`config.mk`:
```
export PLATFORM = sky130hd
export DESIGN_NAME = cba_ctrl
export DESIGN_NICKNAME = d
export VERILOG_FILES = /design/src/rtl/cba_pkg.sv /design/src/rtl/cba_ctrl.sv
export SDC_FILE = /design/constraint.sdc
export NUM_CORES = 1
export LEC_CHECK = 0
export CORE_MARGIN = 4
export CORE_UTILIZATION = 65
export CTS_CLUSTER_DIAMETER = 100
export CTS_CLUSTER_SIZE = 28
export DETAILED_ROUTE_END_ITERATION = 10
export DONT_BUFFER_PORTS = 1
export PLACE_DENSITY = 0.79
export SETUP_SLACK_MARGIN = 0.3
export SYNTH_ARGS = -nofsm -noshare
export SYNTH_HDL_FRONTEND = slang
export SYNTH_SLANG_ARGS = --single-unit
```
`constraint.sdc`:
```
create_clock -name clk -period 11.25 [get_ports clk]
set_input_delay 2.25 -clock clk [delete_from_list [all_inputs] [get_ports clk]]
set_output_delay 2.25 -clock clk [all_outputs]
set_load 0.05 [all_outputs]
```
`src/rtl/cba_pkg.sv`:
```
package cba_pkg;

	localparam int CBA_DISK_BLOCKS = 1024;
	localparam int CBA_MAX_FILES   = 128;

	localparam int KEY_W   = 64;
	localparam int START_W = 10;
	localparam int COUNT_W = 11;
	localparam int STAT_W  = 3;

	localparam logic OP_ALLOC  = 1'b0;
	localparam logic OP_SEARCH = 1'b1;

	localparam logic [STAT_W-1:0] STS_ALLOCATED = 3'd0;
	localparam logic [STAT_W-1:0] STS_BUSY      = 3'd1;
	localparam logic [STAT_W-1:0] STS_FULL      = 3'd2;
	localparam logic [STAT_W-1:0] STS_FOUND     = 3'd3;
	localparam logic [STAT_W-1:0] STS_NOT_FOUND = 3'd4;

	typedef struct packed {
		logic [KEY_W-1:0]   key;
		logic [START_W-1:0] first;
		logic [COUNT_W-1:0] count;
	} entry_t;

endpackage

```
`src/rtl/cba_ctrl.sv`:
```
module cba_ctrl import cba_pkg::*; #(
	parameter int DISK_BLOCKS = CBA_DISK_BLOCKS,
	parameter int MAX_FILES   = CBA_MAX_FILES,
	localparam int BW    = $clog2(DISK_BLOCKS),
	localparam int FW    = $clog2(MAX_FILES),
	localparam int FCW   = $clog2(MAX_FILES + 1),
	localparam int SUM_W = ($clog2(DISK_BLOCKS + 1) > COUNT_W + 1) ?
		$clog2(DISK_BLOCKS + 1) : COUNT_W + 1
) (
	input  logic               clk,
	input  logic               arst_n,
	input  logic               start,
	output logic               busy,
	input  logic               op,
	input  logic [KEY_W-1:0]   file_key,
	input  logic [START_W-1:0] start_block,
	input  logic [COUNT_W-1:0] block_count,
	output logic               done,
	output logic [STAT_W-1:0]  status,
	output logic [START_W-1:0] found_start,
	output logic [COUNT_W-1:0] found_count,
	output logic               bm_re,
	output logic               bm_we,
	output logic [BW-1:0]      bm_addr,
	output logic               bm_wdata,
	input  logic               bm_rdata,
	output logic               tbl_we,
	output logic [FW-1:0]      tbl_waddr,
	output entry_t             tbl_wdata,
	output logic               tbl_re,
	output logic [FW-1:0]      tbl_raddr,
	input  entry_t             tbl_rdata
);

	localparam logic [2:0] S_CLEAR  = 3'd0;
	localparam logic [2:0] S_IDLE   = 3'd1;
	localparam logic [2:0] S_CHECK  = 3'd2;
	localparam logic [2:0] S_MARK   = 3'd3;
	localparam logic [2:0] S_SEARCH = 3'd4;

	localparam logic [SUM_W-1:0] DISK_LIM  = SUM_W'(DISK_BLOCKS);
	localparam logic [BW-1:0]    LAST_BLK  = BW'(DISK_BLOCKS - 1);
	localparam logic [FCW-1:0]   FILES_LIM = FCW'(MAX_FILES);

	logic [2:0]         state_q;
	logic [BW-1:0]      cur_q;
	logic [COUNT_W-1:0] remain_q;
	logic               pend_s1;
	logic [FCW-1:0]     iss_q;
	logic [FCW-1:0]     files_q;
	logic               done_q;
	logic [KEY_W-1:0]   key_q;
	logic [START_W-1:0] first_q;
	logic [COUNT_W-1:0] count_q;
	logic [STAT_W-1:0]  status_q;
	logic [START_W-1:0] fstart_q;
	logic [COUNT_W-1:0] fcount_q;

	logic [SUM_W-1:0]   first_ext;
	logic [SUM_W-1:0]   range_end;
	logic               accept;
	logic               range_bad;
	logic               full;
	logic               check_fail;
	logic               check_ok;
	logic               mark_last;
	logic               hit;
	logic               miss_end;
	logic               zero_alloc;
	logic               res_valid;
	logic [STAT_W-1:0]  res_status;
	logic [START_W-1:0] res_start;
	logic [COUNT_W-1:0] res_count;

	assign first_ext  = SUM_W'(start_block);
	assign range_end  = first_ext + SUM_W'(block_count);
	assign accept     = start && (state_q == S_IDLE);
	assign range_bad  = range_end > DISK_LIM;
	assign full       = files_q == FILES_LIM;

	assign check_fail = (state_q == S_CHECK) && pend_s1 && bm_rdata;
	assign check_ok   = (state_q == S_CHECK) && pend_s1 && !bm_rdata &&
		(remain_q == '0);
	assign mark_last  = (state_q == S_MARK) && (remain_q == COUNT_W'(1));
	assign hit        = (state_q == S_SEARCH) && pend_s1 && (tbl_rdata.key == key_q);
	assign miss_end   = (state_q == S_SEARCH) && pend_s1 && !hit && (iss_q == files_q);
	assign zero_alloc = accept && (op == OP_ALLOC) && !range_bad &&
		(block_count == '0) && !full;

	assign bm_re    = (state_q == S_CHECK) && (remain_q != '0);
	assign bm_we    = (state_q == S_CLEAR) || (state_q == S_MARK);
	assign bm_addr  = cur_q;
	assign bm_wdata = state_q == S_MARK;

	assign tbl_we    = zero_alloc || mark_last;
	assign tbl_waddr = files_q[FW-1:0];
	assign tbl_re    = (state_q == S_SEARCH) && (iss_q != files_q);
	assign tbl_raddr = iss_q[FW-1:0];

	always_comb begin
		if (zero_alloc) begin
			tbl_wdata.key   = file_key;
			tbl_wdata.first = start_block;
			tbl_wdata.count = block_count;
		end else begin
			tbl_wdata.key   = key_q;
			tbl_wdata.first = first_q;
			tbl_wdata.count = count_q;
		end
	end

	always_comb begin
		res_valid  = 1'b0;
		res_status = STS_NOT_FOUND;
		res_start  = '0;
		res_count  = '0;
		if (accept) begin
			if (op == OP_SEARCH) begin
				res_valid  = files_q == '0;
				res_status = STS_NOT_FOUND;
			end else if (range_bad) begin
				res_valid  = 1'b1;
				res_status = STS_BUSY;
			end else if (block_count == '0) begin
				res_valid  = 1'b1;
				res_status = full ? STS_FULL : STS_ALLOCATED;
			end
		end else if (check_fail) begin
			res_valid  = 1'b1;
			res_status = STS_BUSY;
		end else if (check_ok && full) begin
			res_valid  = 1'b1;
			res_status = STS_FULL;
		end else if (mark_last) begin
			res_valid  = 1'b1;
			res_status = STS_ALLOCATED;
		end else if (hit) begin
			res_valid  = 1'b1;
			res_status = STS_FOUND;
			res_start  = tbl_rdata.first;
			res_count  = tbl_rdata.count;
		end else if (miss_end) begin
			res_valid  = 1'b1;
			res_status = STS_NOT_FOUND;
		end
	end

	always_ff @(posedge clk or negedge arst_n) begin
		if (!arst_n) begin
			state_q  <= S_CLEAR;
			cur_q    <= '0;
			remain_q <= '0;
			pend_s1  <= 1'b0;
			iss_q    <= '0;
			files_q  <= '0;
			done_q   <= 1'b0;
		end else begin
			done_q <= res_valid;
			if (tbl_we) begin
				files_q <= files_q + FCW'(1);
			end
			case (state_q)
				S_CLEAR: begin
					if (cur_q == LAST_BLK) begin
						cur_q   <= '0;
						state_q <= S_IDLE;
					end else begin
						cur_q <= cur_q + BW'(1);
					end
				end
				S_IDLE: begin
					pend_s1 <= 1'b0;
					if (accept) begin
						if (op == OP_SEARCH) begin
							iss_q <= '0;
							if (files_q != '0) begin
								state_q <= S_SEARCH;
							end
						end else if (!range_bad && (block_count != '0)) begin
							cur_q    <= first_ext[BW-1:0];
							remain_q <= block_count;
							state_q  <= S_CHECK;
						end
					end
				end
				S_CHECK: begin
					pend_s1 <= bm_re;
					if (bm_re) begin
						cur_q    <= cur_q + BW'(1);
						remain_q <= remain_q - COUNT_W'(1);
					end
					if (check_fail) begin
						state_q <= S_IDLE;
					end else if (check_ok) begin
						if (full) begin
							state_q <= S_IDLE;
						end else begin
							cur_q    <= SUM_W'(first_q) > DISK_LIM ? '0 :
								BW'(SUM_W'(first_q));
							remain_q <= count_q;
							state_q  <= S_MARK;
						end
					end
				end
				S_MARK: begin
					cur_q    <= cur_q + BW'(1);
					remain_q <= remain_q - COUNT_W'(1);
					if (mark_last) begin
						state_q <= S_IDLE;
					end
				end
				S_SEARCH: begin
					pend_s1 <= tbl_re;
					if (tbl_re) begin
						iss_q <= iss_q + FCW'(1);
					end
					if (hit || miss_end) begin
						state_q <= S_IDLE;
					end
				end
				default: begin
					state_q <= S_IDLE;
				end
			endcase
		end
	end

	always_ff @(posedge clk) begin
		if (accept) begin
			key_q   <= file_key;
			first_q <= start_block;
			count_q <= block_count;
		end
		if (res_valid) begin
			status_q <= res_status;
			fstart_q <= res_start;
			fcount_q <= res_count;
		end
	end

	assign busy        = state_q != S_IDLE;
	assign done        = done_q;
	assign status      = status_q;
	assign found_start = fstart_q;
	assign found_count = fcount_q;

endmodule

```
== After elaboration in Yosys (flattened, before gate mapping) ==
Index checks and enable logic that the tools add are counted.

* Register bits: 151
* Output and inout port bits: 140
* Word-level logic and storage cells: 136

* Add/sub/neg operators: 5
* Order comparisons: 1
* Equality and inequality tests: 22
* Muxes and demuxes: 52
* Bitwise gates (word level): 2
* Reduce and logical (&&, ||, !) cells: 41

{| class="wikitable"
|+ Operators by type and width
! operator !! count
|-
| two-way mux 85 bit || 1
|-
| two-way mux 10 bit || 8
|-
| two-way mux 11 bit || 7
|-
| equality test 64 bit || 1
|-
| two-way mux 3 bit || 17
|-
| one-hot mux 10 bit (4 select lines) || 1
|-
| one-hot mux 11 bit (3 select lines) || 1
|-
| two-way mux 8 bit || 3
|-
| logical NOT 11 bit || 2
|-
| nonzero test 11 bit || 2
|-
| logical AND 1 bit || 18
|-
| adder 8 x 1 -> 8 bit (second input constant) || 2
|-
| one-hot mux 8 bit (2 select lines) || 1
|-
| one-hot mux 3 bit (5 select lines) || 1
|-
| adder 10 x 11 -> 12 bit || 1
|-
| > comparator 12 x 11 -> 1 bit (second input constant) || 1
|-
| AND reduction 4 bit || 3
|-
| equality test 11 x 1 -> 1 bit (second input constant) || 1
|-
| subtractor 11 x 1 -> 11 bit (second input constant) || 1
|-
| adder 10 x 1 -> 10 bit (second input constant) || 1
|-
| equality test 10 bit (second input constant) || 1
|-
| two-way mux 1 bit || 9
|-
| equality test 8 bit || 1
|-
| equality test 8 bit (second input constant) || 1
|-
| other kinds (22) || 38
|}

== Longest topological paths before layout ==
Gate-level depths: netlist (run 1).

* Depth in word-level cells: 12
* Depth in mapped cells: 14
* Mapped depth without buffers: 11

== Worst setup path after synthesis (run 1) ==
Ideal clock, no wire load.

* Path type: input to output
* Start point: input port start_block[0]
* End point: output port tbl_wdata[11] (netlist name)
* Arrival time: 4.827 ns
* Required time: 9.000 ns
* Slack: 4.173 ns
* Stages on the path: 11
* Cells stage by stage: ha_1 -> inv_1 -> fa_1 -> nand2b_1 -> a21oi_1 -> o211ai_1 -> o31ai_2 -> o211a_1 -> buf_6 -> buf_6 -> mux2_1

{| class="wikitable"
|+ RTL lines
! item !! RTL line !! source
|-
| start: declaration || cba_ctrl.sv:16 || <nowiki>input logic [START_W-1:0] start_block,</nowiki>
|-
| end: declaration || cba_ctrl.sv:29 || <nowiki>output entry_t tbl_wdata,</nowiki>
|}

==> results of run 1 <==
## cells in the mapped netlist, drive strengths merged (11+ instances only)
cell type / number
xnor2: 31
ha: 16
nand4: 14
and2: 36
nand2: 48
nand3: 27
nor2: 49
mux2: 80
inv: 19
nor4: 19
xor2: 70
edfxtp: 109
nor3: 23
buf: 35
a21oi: 37
clkbuf: 15
dfrtp: 42
o211ai: 11
o21ai: 35
## worst min-delay path by stage
| stage | from | end | slack (ps) | depth (start not counted) |
|---|---|---|---|---|
| CTS | files_q[7] | files_q[7] | 540 | 1 |
| detailed placement | files_q[7] | files_q[7] | 530 | 1 |
| global route | files_q[7] | files_q[7] | 560 | 1 |
| finish | files_q[7] | files_q[7] | 530 | 1 |
| floorplan | files_q[7] | files_q[7] | 500 | 1 |
| global placement | files_q[7] | files_q[7] | 520 | 1 |
## final cells by class
class	count	area share [%]
multi-input combinational	598	45.68
sequential	151	44.87
clock buffer	26	5.504
tap	176	2.285
inverter	19	0.7400
timing repair buffer	7	0.5452
clock inverter	6	0.3765
## worst max-delay path: cells and delay by family
family	cells	cell delay, ps
AOI/OAI and AO/OA	4	1510
muxes	1	610
adders and majority gates	2	560
and+or+nand+nor	2	540
buffers and inverters	1	60
## kinds of logic after synthesis
family,synth area share [%]
simple gates,15.02
flops,47.55
compound gates,10.50
xor+xnor,9.728
mux,10.50
buf+inv,4.279
fa+ha+maj,2.422
## sequential cells by signal, summed over array words and instances (netlist names)
| name | flops |
|---|---|
| done | 1 |
| pend_s1 | 1 |
| files_q | 8 |
| status | 3 |
| key_q | 64 |
| count_q | 11 |
| first_q | 10 |
| state_q | 3 |
| iss_q | 8 |
| bm_addr | 10 |
| found_count | 11 |
| found_start | 10 |
| remain_q | 11 |
## layer usage
metal	vias to the layer above	part of all wire (%)	track usage, %
met5	-	0.044	0
met4	2	2.3	9.779
met3	48	9.7	9.949
met2	415	47	48.86
met1	3228	41	40.87
li1	2979	-	-
## power by group
part           internal [mW]  switching [mW]  total (mW)
registers              0.787           0.353        1.14
logic                  0.267           0.631       0.897
clock network          0.325           0.220       0.545
total                   1.38            1.20        2.58
==> summary.txt, run 1 <==
Status
  – Status: complete, no violations

Worst setup path
  – Setup Crit Path Kind: in2out
  – Worst r2r src: state_q[2]
  – End point of the critical path: tbl_wdata[35]
  – Worst R2R End: found_start[6]
  – Worst Setup SP: start_block[0]
  – Startpoint type of the worst setup path: input pin
  – Worst reg-to-reg path cell count: 8
  – Max incr delay on CP: around 850 ps
  – Critical Path RT: 9000 ps
  – CP arrival: 5640 ps
  – Crit end category: output pin
  – R2r setup slk: slightly above 7000 ps
  – Crit-path slowest cell: o211a_4
  – Critical path fanouts, max: 73
  – Worst-path cell chain: ha_1 > inv_1 > fa_1 > nand2b_1 > a21oi_1 > o211ai_1 > a32oi_1 > and4_1 > o211a_4 > mux2_1

Finish
  – Most common cell after layout, fill and taps aside: edfxtp_1
  – Multi-input gate area: 4403 µm²
  – ANT cells: 0
  – Post-layout nets: slightly below 1,000
  – Synthesis-to-finish area growth: 5.985%
  – Final instance area: approximately 9600 µm²
  – Highest-count cells in the layout ignoring fill and taps: edfxtp_1 (109), mux2_1 (72), xor2_1 (70), nand2_1 (48), nor2_1 (47)
  – Core Util, Final: 71.64%
  – Final std cells w/o fill: 983
  – Share of post-route cells with drive strength above 1: 8.178%
  – Fill count: roughly 950
  – Seq. cell area: around 4300 µm²

Global route
  – Initial antenna violation count: 1
  – Largest net degree at the start of global routing: 90
  – Total track usage: between 30% and 40%
  – Total congestion overflow: 0
  – First-pass GRT wire length: slightly below 40 mm
  – Vias in the first global route: around 6,700

Floorplanning
  – Starting Density: 67.60%
  – Rows: 42
  – Ports: between 300 and 400
  – Core area: roughly 13,000 µm²
  – Die H: 126.3 µm
  – Die area: roughly 16,000 µm²
  – Width of the die: ~130 µm

Yosys
  – Avg Inst Size Synth: approximately 11 µm²
  – Leading area contributor after synthesis: edfxtp_1
  – Synth top area cells: edfxtp_1 (36%), dfrtp_1 (12%), mux2_1 (8.9%), xor2_1 (6.7%), xnor2_1 (3.0%)
  – Seq/Total Area, Yosys: a little under half
  – Async SR Flop Fraction: roughly 28%
  – Post-Syn Nets: a little over 1,000
  – Yosys cell types: between 70 and 80
  – Yosys reg bits: approximately 150
  – Synth warnings: 0
  – Synthesized instance count: around 800
  – Mapped cell area: approximately 9100 µm²
  – Post-synth top flop: edfxtp_1
  – Yosys top cell area share: between 30% and 40%
  – Number of synthesized flops with an enable pin: between 100 and 150

Route
  – Pre-antenna DRT Iters: 5
  – Drt total wl: 25.01 mm
  – Post-route DRC: 0
  – DR vias: approximately 6,700
  – Drt wl/cell: roughly 25 µm
  – Post-route ant nets: 0
  – DRT iter0 DRCs: around 420
  – Routed vias/inst: roughly 6.8

Clocking
  – Clk sink count: between 150 and 200
  – Post-CTS Setup Bufs: 0
  – H-tree depth: 4
  – Post-cts repair resize count: 0
  – Clock latency on the worst-skew pair: 430 ps
  – CTS buffer count: 17
  – Root Driver: clkbuf_16
  – Clock transition at path regs: about 60 ps
  – Clk buf depth: 2
  – CTS tree: done
  – Post-CTS Hold Fix Bufs: 0

Timing
  – Tcrit/Tclk final: between 70 and 80%
  – Final Hold Fails: 0
  – Min Clock Period, post-route: around 8000 ps
  – Final hold slack: approximately 530 ps
  – Setup Viol. Count Final: 0
  – Clk_skew: between 15 and 20 ps
  – Setup_tns: 0 ps
  – Max Clk Rate: 0.1268 GHz
  – Rel. slew slack: a little over a fifth
  – Worst-margin pin slew: ~1200 ps
  – RSZ-0062 raised after global routing: no
  – Fin worst setup slack: around 3400 ps
  – Slew Viols, Final: 0

Pwr
  – P_leak: about 3.5 nW
  – Design Power: roughly 2.6 mW
  – Max rail drop VDD: around 170 µV
  – Pwr Density: roughly 270 nW/µm²

Placement
  – RePlAce Congestion: around 0.97
  – Placed cell area: 9071 µm²
  – Post-DP HPWL: 18.94 mm
  – Post-place setup slack: 3397 ps
  – IO buf count: 0
  – Placed Instances: around 950

Job
  – Max_cap viols: 0

Worst hold path
  – Hold Path Class: reg2reg
(Power assumes the default switching activity.)
==> run 2: changes to the inputs <==
==> constraint.sdc (replaced) <==
create_clock -name clk -period 7.6 [get_ports clk]
set_input_delay 1.52 -clock clk [delete_from_list [all_inputs] [get_ports clk]]
set_output_delay 1.52 -clock clk [all_outputs]
set_load 0.05 [all_outputs]
==> run 2 against run 1 <==
Largest cell class unchanged. Largest power group unchanged. Hold slack improved by 6.3 ps. Core utilization about the same. Routed wire length decreased by 0.12%. Flip-flop and latch count unchanged. Clock skew decreased by 12 ps. Sequential share of layout area about the same. Critical path depth decreased by 1.
==> summary.txt, run 2 (synthesized netlist as in run 1, its figures left out) <==
Timing
  – RSZ-0062 raised after global routing: no
  – Final Hold Fails: 0
  – Rel. slew slack: between 20% and 30%
  – Min Clock Period, post-route: between 6000 and 7000 ps
  – Final hold slack: around 540 ps
  – Slew Viols, Final: 0
  – Clk_skew: 7.632 ps
  – Tcrit/Tclk final: 84.17%
  – Setup Viol. Count Final: 0
  – Max Clk Rate: 0.1563 GHz
  – Setup_tns: 0 ps
  – Worst-margin pin slew: about 1200 ps

Floorplanning
  – Die area: ~16,000 µm²
  – Ports: 315
  – Die H: 126.3 µm
  – Rows: 42
  – Core area: 13,450 µm²
  – Starting Density: 67.60%
  – Width of the die: roughly 130 µm

Pwr
  – Switching fraction of total power: a little under half
  – Switching pwr: about 1.8 mW
  – Comb power frac: 34.8%
  – Internal: slightly above 2 mW
  – Design Power: ~3.8 mW
  – P_leak: approximately 3.5 nW
  – Seq pwr share: approximately 44%
  – Pwr Density: between 300 and 400 nW/µm²
  – Clk pwr share: a little over a fifth
  – Max rail drop VDD: 233.3 µV

Worst hold path
  – Hold Path Class: reg2reg

Clocking
  – Clock transition at path regs: 60 ps
  – Root Driver: clkbuf_16
  – Clk sink count: ~150
  – Post-cts repair resize count: 0
  – Post-CTS Setup Bufs: 0
  – CTS buffer count: 17
  – Clk buf depth: 2
  – Clock latency on the worst-skew pair: between 400 and 500 ps
  – Post-CTS Hold Fix Bufs: 0
  – CTS tree: done
  – H-tree depth: 4

Finish
  – Highest-count cells in the layout ignoring fill and taps: edfxtp_1 (109), mux2_1 (72), xor2_1 (70), nand2_1 (48), nor2_1 (47)
  – Core Util, Final: a little under three quarters
  – ANT cells: 0
  – Synthesis-to-finish area growth: 5.930%
  – Number of flip-flops in the largest register: 64
  – Share of post-route cells with drive strength above 1: slightly above 8%
  – Reg with most FFs: key_q
  – Post-layout nets: slightly below 1,000
  – Most common cell after layout, fill and taps aside: edfxtp_1

Worst setup path
  – CP arrival: about 4900 ps
  – Crit-path slowest cell: o211a_4
  – Max incr delay on CP: ~910 ps
  – Startpoint type of the worst setup path: input pin
  – Setup Crit Path Kind: in2out
  – Critical Path RT: 6080 ps
  – Worst-path cell chain: ha_1 > inv_1 > fa_1 > nand2b_1 > a21oi_1 > o211ai_1 > o31ai_2 > o211a_4 > mux2_1
  – Critical path fanouts, max: 73
  – Crit end category: output pin

Placement
  – RePlAce Congestion: about 0.97
  – IO buf count: 0
  – Post-DP HPWL: approximately 19 mm

Route
  – Drt total wl: ~25 mm
  – Post-route ant nets: 0
  – Post-route DRC: 0
  – Routed vias/inst: roughly 6.8
  – DR vias: around 6,700
  – Drt wl/cell: between 20 and 30 µm
  – DRT iter0 DRCs: around 460
  – Pre-antenna DRT Iters: 5

Global route
  – Grt peak-use layer: met2
  – GRT met1 Usage: between 40% and 50%
  – M3 GR Usage: approximately 11%
  – First-pass GRT wire length: 38.46 mm
  – Total track usage: a little over 30%
  – Total congestion overflow: 0
  – Vias in the first global route: 6,705
  – Initial antenna violation count: 0
  – GR Util met2: roughly 48%
  – Largest net degree at the start of global routing: 90

Status
  – Status: complete, no violations

Job
  – Max_cap viols: 0
[run 2: cell types whose count changed in the layout (fill, tap and decap cells not counted), sizes merged]
cell	previous run	this run
clkinvlp	0	2
inv	22	20
bufinv	0	2
clkbuf	26	18
clkinv	3	9
[run 2: stage by stage]
| step | instances | worst slack, ps | cell area, µm² |
|---|---|---|---|
| final | 983 | 1203 | 9633 |
| after global routing | 983 | 1021 | 9633 |
| after CTS | 983 | 1216 | 9633 |
| after detailed placement | 951 | 1218 | 9071 |
| after global placement | 951 | 1402 | 9071 |
| after floorplan | 818 | 1983 | 9094 |
[run 2: power by group through the flow]
stage               combinational (mW)  clock (mW)  sequential [mW]
floorplan                         1.20           0             1.56
global placement                  1.27           0             1.69
detailed placement                1.31           0             1.70
CTS                               1.32       0.816             1.68
global route                      1.43       0.857             1.72
finish                            1.33       0.808             1.69
[run 2: area by class of cell]
class                   instances  area, µm²
well taps                     176      220.2
clock inverters                14      132.6
inverters                      19      71.32
flip-flops and latches        151       4324
clock buffers                  18      429.2
repair buffers                  7      52.55
multi-input cells             598       4403
fillers                       951       3820
[run 2: critical path: cells and delay by family]
| kind | cells | cell delay (ps) |
|---|---|---|
| adders and majority gates | 2 | 560 |
| and+or+nand+nor | 1 | 180 |
| buffers and inverters | 1 | 60 |
| muxes | 1 | 620 |
| AOI/OAI and AO/OA | 4 | 1870 |
[run 2: routing by layer]
layer / vias to the layer above / wire length (µm)
li1: 2972 / -
met1: 3210 / 9790
met2: 438 / 11700
met3: 50 / 2842
met4: 0 / 644
met5: - / 0
[run 2: worst paths after layout]
check                                    start             end  slack (ps)  cells after the start
worst min-delay path                files_q[7]      files_q[7]         540                      1
worst max-delay path            start_block[0]   tbl_wdata[35]        1200                      9
min in group asynchronous               arst_n      files_q[0]         790                      0
worst max register to register      state_q[2]  found_start[6]        3570                      8
worst min register to register      files_q[7]      files_q[7]         540                      1
max in group asynchronous               arst_n     remain_q[8]        6710                      0
